--- src/rtl/hpm_pkg.sv ---
// shared constants for the hexagon pixel mask block
// used by hpm_dot, hexagon_pixel_mask and hpm_chk
package hpm_pkg;

    localparam int COORD_BITS_DEF = 10;
    localparam int NUM_FACES      = 6;
    localparam int DIR_W          = 16;   // one Q1.14 direction component
    localparam int DIST_W         = 24;   // Q10.14 distance
    localparam int CFG_W          = 32;
    localparam int CFG_IDX_W      = 3;
    localparam int OUT_W          = 8;    // in_hex, on_ring, half_bits

    localparam logic [CFG_IDX_W-1:0] REG_DIR0       = 3'd0;
    localparam logic [CFG_IDX_W-1:0] REG_DIR5       = 3'd5;
    localparam logic [CFG_IDX_W-1:0] REG_APOTHEM    = 3'd6;
    localparam logic [CFG_IDX_W-1:0] REG_LINE_WIDTH = 3'd7;

endpackage

--- src/rtl/hpm_dot.sv ---
// one face dot product, two register stages: products, then sum
// depends on hpm_pkg
module hpm_dot #(
    parameter int COORD_BITS = hpm_pkg::COORD_BITS_DEF
) (
    input  logic                                  i_clk,
    input  logic                                  i_en,
    input  logic signed [COORD_BITS-1:0]          i_px,
    input  logic signed [COORD_BITS-1:0]          i_py,
    input  logic        [hpm_pkg::CFG_W-1:0]      i_dir_xy,
    output logic signed [hpm_pkg::DIR_W+COORD_BITS:0] o_dot
);
    import hpm_pkg::*;

    localparam int PW = DIR_W + COORD_BITS;
    localparam int DW = PW + 1;

    logic signed [DIR_W-1:0] ux;
    logic signed [DIR_W-1:0] uy;
    logic signed [PW-1:0]    r_prod_x;
    logic signed [PW-1:0]    r_prod_y;
    logic signed [DW-1:0]    r_dot;

    assign ux = $signed(i_dir_xy[DIR_W-1:0]);
    assign uy = $signed(i_dir_xy[2*DIR_W-1:DIR_W]);

    always_ff @(posedge i_clk) begin
        if (i_en) begin
            r_prod_x <= PW'(ux * i_px);
            r_prod_y <= PW'(uy * i_py);
            r_dot    <= DW'(r_prod_x) + DW'(r_prod_y);
        end
    end

    assign o_dot = r_dot;

endmodule

--- config.mk ---
export PLATFORM = sky130hd
export DESIGN_NAME = hpm_dot
export DESIGN_NICKNAME = d
export VERILOG_FILES = /design/src/rtl/hpm_pkg.sv /design/src/rtl/hpm_dot.sv
export SDC_FILE = /design/constraint.sdc
export NUM_CORES = 1
export LEC_CHECK = 0
export BUFFER_PORTS_ARGS = -buffer_cell sky130_fd_sc_hd__buf_2
export CORE_MARGIN = 3
export CORE_UTILIZATION = 35
export CTS_CLUSTER_SIZE = 20
export DETAILED_ROUTE_END_ITERATION = 12
export SLEW_MARGIN = 10
export SYNTH_ARGS = -nofsm -noshare
export SYNTH_HDL_FRONTEND = slang
export SYNTH_SLANG_ARGS = --single-unit
--- constraint.sdc ---
create_clock -name i_clk -period 7.1 [get_ports i_clk]
set_clock_uncertainty 0.2 [all_clocks]
set_input_delay 0.71 -clock i_clk [delete_from_list [all_inputs] [get_ports i_clk]]
set_output_delay 0.71 -clock i_clk [all_outputs]
set_load 0.05 [all_outputs]
==> report_table.html <==
<table>
<tr><th>Metric</th><th>Value</th></tr>
<tr><th colspan="2">Status</th></tr>
<tr><td>Outcome</td><td>completed</td></tr>
<tr><th colspan="2">Pwr</th></tr>
<tr><td>Cell leakage power</td><td>0.008068 uW</td></tr>
<tr><td>Maximum vdd ir drop</td><td>0.3085 mV</td></tr>
<tr><td>Power density normalized to cell area</td><td>509.3 nW/um^2</td></tr>
<tr><th colspan="2">Drt</th></tr>
<tr><td>Number of remaining DRC errors</td><td>0</td></tr>
<tr><td>Total via count in the routed design</td><td>10800</td></tr>
<tr><td>Number of violations reported at the end of detailed-routing iteration 0</td><td>498</td></tr>
<tr><td>Number of antenna-violating nets in the routed design</td><td>0</td></tr>
<tr><td>Routed via count divided by cell count</td><td>4.842</td></tr>
<tr><td>Initial DRT Pass Iterations</td><td>5</td></tr>
<tr><td>Detail-routed net length per standard cell</td><td>14.32 um</td></tr>
<tr><td>Wire length after detailed routing</td><td>roughly 32 mm</td></tr>
<tr><th colspan="2">Yosys</th></tr>
<tr><td>Main combinational cell family by area after synthesis</td><td>adder cells</td></tr>
<tr><td>Xor-xnor portion of the synthesized cell area</td><td>0.04302</td></tr>
<tr><td>Cell types with the largest area share after synthesis</td><td>sky130_fd_sc_hd__fa_1 (37%), sky130_fd_sc_hd__edfxtp_1 (16%), sky130_fd_sc_hd__ha_1 (12%)</td></tr>
<tr><td>Post-synthesis cell area</td><td>15270 um^2</td></tr>
<tr><td>Proportion of register bits with asynchronous set or reset after synthesis</td><td>0</td></tr>
<tr><td>Mean instance size in the synthesized netlist</td><td>9.489 um^2</td></tr>
<tr><td>Sequential cell area fraction in the yosys report</td><td>0.1554</td></tr>
<tr><td>Post-synthesis register bit count</td><td>79</td></tr>
<tr><td>Cell type contributing the most total cell area after synthesis</td><td>sky130_fd_sc_hd__fa_1</td></tr>
<tr><td>Post-synthesis share of cell area spent on and, or, nand and nor gates</td><td>0.1397</td></tr>
<tr><td>Most used DFF post-synth</td><td>sky130_fd_sc_hd__edfxtp_1</td></tr>
<tr><td>Commonest cells post-synth</td><td>sky130_fd_sc_hd__inv_1 (364), sky130_fd_sc_hd__fa_1 (279), sky130_fd_sc_hd__nand2_1 (208), sky130_fd_sc_hd__ha_1 (148), sky130_fd_sc_hd__and2_1 (106)</td></tr>
<tr><td>Net count of the mapped netlist</td><td>2090</td></tr>
<tr><td>Warnings from Yosys</td><td>0</td></tr>
<tr><td>Area share of fa/ha/maj cells after synthesis</td><td>0.4871</td></tr>
<tr><td>Share of cell area taken by muxes after synthesis</td><td>0</td></tr>
<tr><td>Most numerous cell in the Yosys netlist</td><td>sky130_fd_sc_hd__inv_1</td></tr>
<tr><td>Complex-gate fraction of the synthesized area</td><td>0.07252</td></tr>
<tr><td>Synth top area share</td><td>0.3658</td></tr>
<tr><td>Number of enable flip-flop cells after synthesis</td><td>between 70 and 80</td></tr>
<tr><td>Count of unique library cells instantiated by Yosys</td><td>57</td></tr>
<tr><td>Gate count after technology mapping</td><td>around 1600</td></tr>
<tr><th colspan="2">Global route</th></tr>
<tr><td>Wire length of the first global-routing pass</td><td>between 50 and 60 mm</td></tr>
<tr><td>Number of antenna violations at the first check in global routing</td><td>0</td></tr>
<tr><td>Overall track demand over capacity in global routing</td><td>0.1441</td></tr>
<tr><td>Maximum number of pins on one net before global-route repair</td><td>80</td></tr>
<tr><td>Total global routing overflow</td><td>0</td></tr>
<tr><td>Vias in the first global route</td><td>11860</td></tr>
<tr><th colspan="2">Setup path</th></tr>
<tr><td>Worst path slowest cell</td><td>sky130_fd_sc_hd__fa_1</td></tr>
<tr><td>Category of the most critical setup path</td><td>in2reg</td></tr>
<tr><td>Buffers and inverters on the worst path</td><td>6</td></tr>
<tr><td>Sort of element at the start of the critical path</td><td>input pin</td></tr>
<tr><td>CP cell instances</td><td>buf_2 &gt; nand2_1 &gt; fa_1 &gt; inv_1 &gt; fa_1 &gt; inv_1 &gt; fa_1 &gt; inv_1 &gt; fa_1 &gt; inv_1 &gt; fa_1 &gt; inv_1 &gt; ha_1 &gt; nor3_1 &gt; nor4b_1 &gt; a211oi_1 &gt; a21oi_1 &gt; a2111oi_0 &gt; o21bai_1 &gt; a21oi_1 &gt; xnor2_1</td></tr>
<tr><td>Arr. time, crit path</td><td>around 6.2 ns</td></tr>
<tr><td>CP delay by family, top</td><td>adder cells</td></tr>
<tr><td>Delay of the slowest cell on the worst path</td><td>0.55 ns</td></tr>
<tr><td>Max Fanout on Critical Path</td><td>16</td></tr>
<tr><td>Worst endpoint required time</td><td>6.98 ns</td></tr>
<tr><td>Kind of end point of the critical path</td><td>register</td></tr>
<tr><td>Minimum setup slack among reg-to-reg paths</td><td>3.84 ns</td></tr>
<tr><th colspan="2">Final layout</th></tr>
<tr><td>Number of diodes added for antenna fixing</td><td>0</td></tr>
<tr><td>Area added between synthesis and finish</td><td>8.006%</td></tr>
<tr><td>Fin area</td><td>16490 um^2</td></tr>
<tr><td>Fraction of final layout cells sized beyond drive strength 1</td><td>0.06534</td></tr>
<tr><td>Final cell count without fillers</td><td>around 2200</td></tr>
<tr><td>FILL cells</td><td>4220</td></tr>
<tr><td>Total Nets Final</td><td>2131</td></tr>
<tr><th colspan="2">Timing</th></tr>
<tr><td>Final number of max-transition violations</td><td>0</td></tr>
<tr><td>Fraction of the cycle the final worst path needs</td><td>0.8836</td></tr>
<tr><td>Count of final hold-check violations</td><td>0</td></tr>
<tr><td>Worst-margin pin slew</td><td>a little under 1 ns</td></tr>
<tr><td>Relative slew slack</td><td>0.3375</td></tr>
<tr><td>RSZ-0062 raised after global routing</td><td>false</td></tr>
<tr><td>Setup TNS after final layout</td><td>0 ns</td></tr>
<tr><td>Max Freq</td><td>0.1594 GHz</td></tr>
<tr><td>Final setup slack of the worst path</td><td>just over 0.8 ns</td></tr>
<tr><td>Final worst path period need</td><td>6.274 ns</td></tr>
<tr><td>Hold Worst Slack</td><td>0.3514 ns</td></tr>
<tr><td>Final setup viols</td><td>0</td></tr>
<tr><th colspan="2">Clock network</th></tr>
<tr><td>Num Clock Sinks</td><td>around 80</td></tr>
<tr><td>Root buffer cell</td><td>sky130_fd_sc_hd__clkbuf_16</td></tr>
<tr><td>Number of clock buffers inserted by TritonCTS</td><td>9</td></tr>
<tr><td>Total of cells resized after clock tree synthesis</td><td>0</td></tr>
<tr><td>Hold_buf cts</td><td>0</td></tr>
<tr><td>TritonCTS clock tree</td><td>yes</td></tr>
<tr><td>Number of H-tree levels</td><td>3</td></tr>
<tr><td>CTS max path bufs</td><td>2</td></tr>
<tr><td>Clk_lat worst skew</td><td>0.33 ns</td></tr>
<tr><td>CTS clk-pin slew, worst paths</td><td>about 0.06 ns</td></tr>
<tr><td>Post-CTS setup buffer count</td><td>0</td></tr>
<tr><th colspan="2">Place</th></tr>
<tr><td>Final GP Congestion</td><td>0.8285</td></tr>
<tr><td>Setup slack at placement</td><td>0.4893 ns</td></tr>
<tr><td>Placed Instances</td><td>about 2200</td></tr>
<tr><td>Total cell area at the placement stage</td><td>16210 um^2</td></tr>
<tr><td>Buffers added on ports</td><td>80</td></tr>
<tr><td>HPWL Detailed</td><td>26.22 mm</td></tr>
<tr><th colspan="2">Floorplan</th></tr>
<tr><td>Initial cell density of the core</td><td>0.3592</td></tr>
<tr><td>Number of I/O pins</td><td>81</td></tr>
<tr><td>DIE AREA</td><td>46170 um^2</td></tr>
<tr><td>Core region area</td><td>42510 um^2</td></tr>
<tr><td>Die Y</td><td>214.9 um</td></tr>
<tr><td>Placement row count</td><td>75</td></tr>
<tr><td>Die Width</td><td>214.9 um</td></tr>
<tr><th colspan="2">Worst hold path</th></tr>
<tr><td>Min-Delay Path Class</td><td>reg2reg</td></tr>
<tr><th colspan="2">Flow run</th></tr>
<tr><td>Max-capacitance violation count</td><td>0</td></tr>
</table>
## flip-flops by register name, indices dropped and copies added (netlist names)
name and cells:
r_prod_y 26, r_prod_x 26, o_dot 27
## final cells by class
| type | count | area, um^2 | share of cell area |
|---|---|---|---|
| Timing Repair Buffer | 82 | 417.9 | 0.02534 |
| Clock buffer | 10 | 229.0 | 0.01388 |
| Inverter | 364 | 1366 | 0.08285 |
| Multi-Input combinational cell | 1114 | 11330 | 0.6873 |
| Sequential cell | 79 | 2372 | 0.1439 |
| Tap cell | 577 | 721.9 | 0.04378 |
| Clock inverter | 4 | 48.80 | 0.002959 |
## power breakdown
group	internal [uW]	total, uW	leakage [uW]	switching, uW
Combinational	2870	6750	0.00716	3870
Sequential	1130	1220	0.000773	96.4
Clock	267	432	0.000138	165
## through the flow
step / utilization / power, uW
after floorplan: - / 6671
after global placement: 0.3814 / 7932
after detailed placement: 0.3814 / 8053
after CTS: 0.3879 / 8542
after global routing: 0.3879 / 9478
final: 0.3879 / 8399
## placed cells by master (no fill, tap or decap), drive strengths merged, types with 10 or more instances in the layout
cell | Yosys | layout
ha | 148 | 148
nand3 | 16 | 16
nor2 | 71 | 71
nand2 | 208 | 208
and2 | 107 | 107
a21oi | 57 | 57
xor2 | 15 | 15
buf | 1 | 82
o21ai | 22 | 22
clkbuf | 51 | 10
nand2b | 12 | 12
fa | 279 | 279
inv | 364 | 364
edfxtp | 79 | 79
a21o | 19 | 19
xnor2 | 60 | 60
## final timing paths
kind	from	to	depth (start not counted)
hold / removal	r_prod_y[0]	o_dot[0]	1
setup reg to reg	r_prod_x[0]	o_dot[24]	11
setup / recovery	i_py[1]	r_prod_y[24]	21
hold reg to reg	r_prod_y[0]	o_dot[0]	1
## layer usage
layer | wire, um | vias to the layer above | GRT usage
met4 | 608 | 0 | 0.03171
met2 | 16560 | 213 | 0.2629
li1 | - | 5024 | -
met3 | 1210 | 47 | 0.01850
met1 | 13540 | 5514 | 0.1822
met5 | 0 | - | 0
## cells by family after synthesis
kind of cell             count (synthesis)
adder cells (fa/ha/maj)                427
XOR/XNOR                                75
flip-flops                              79
AND/OR/NAND/NOR                        454
AO/OA/AOI/OAI                          158
buffers and inverters                  416
(Power assumes the default switching activity.)
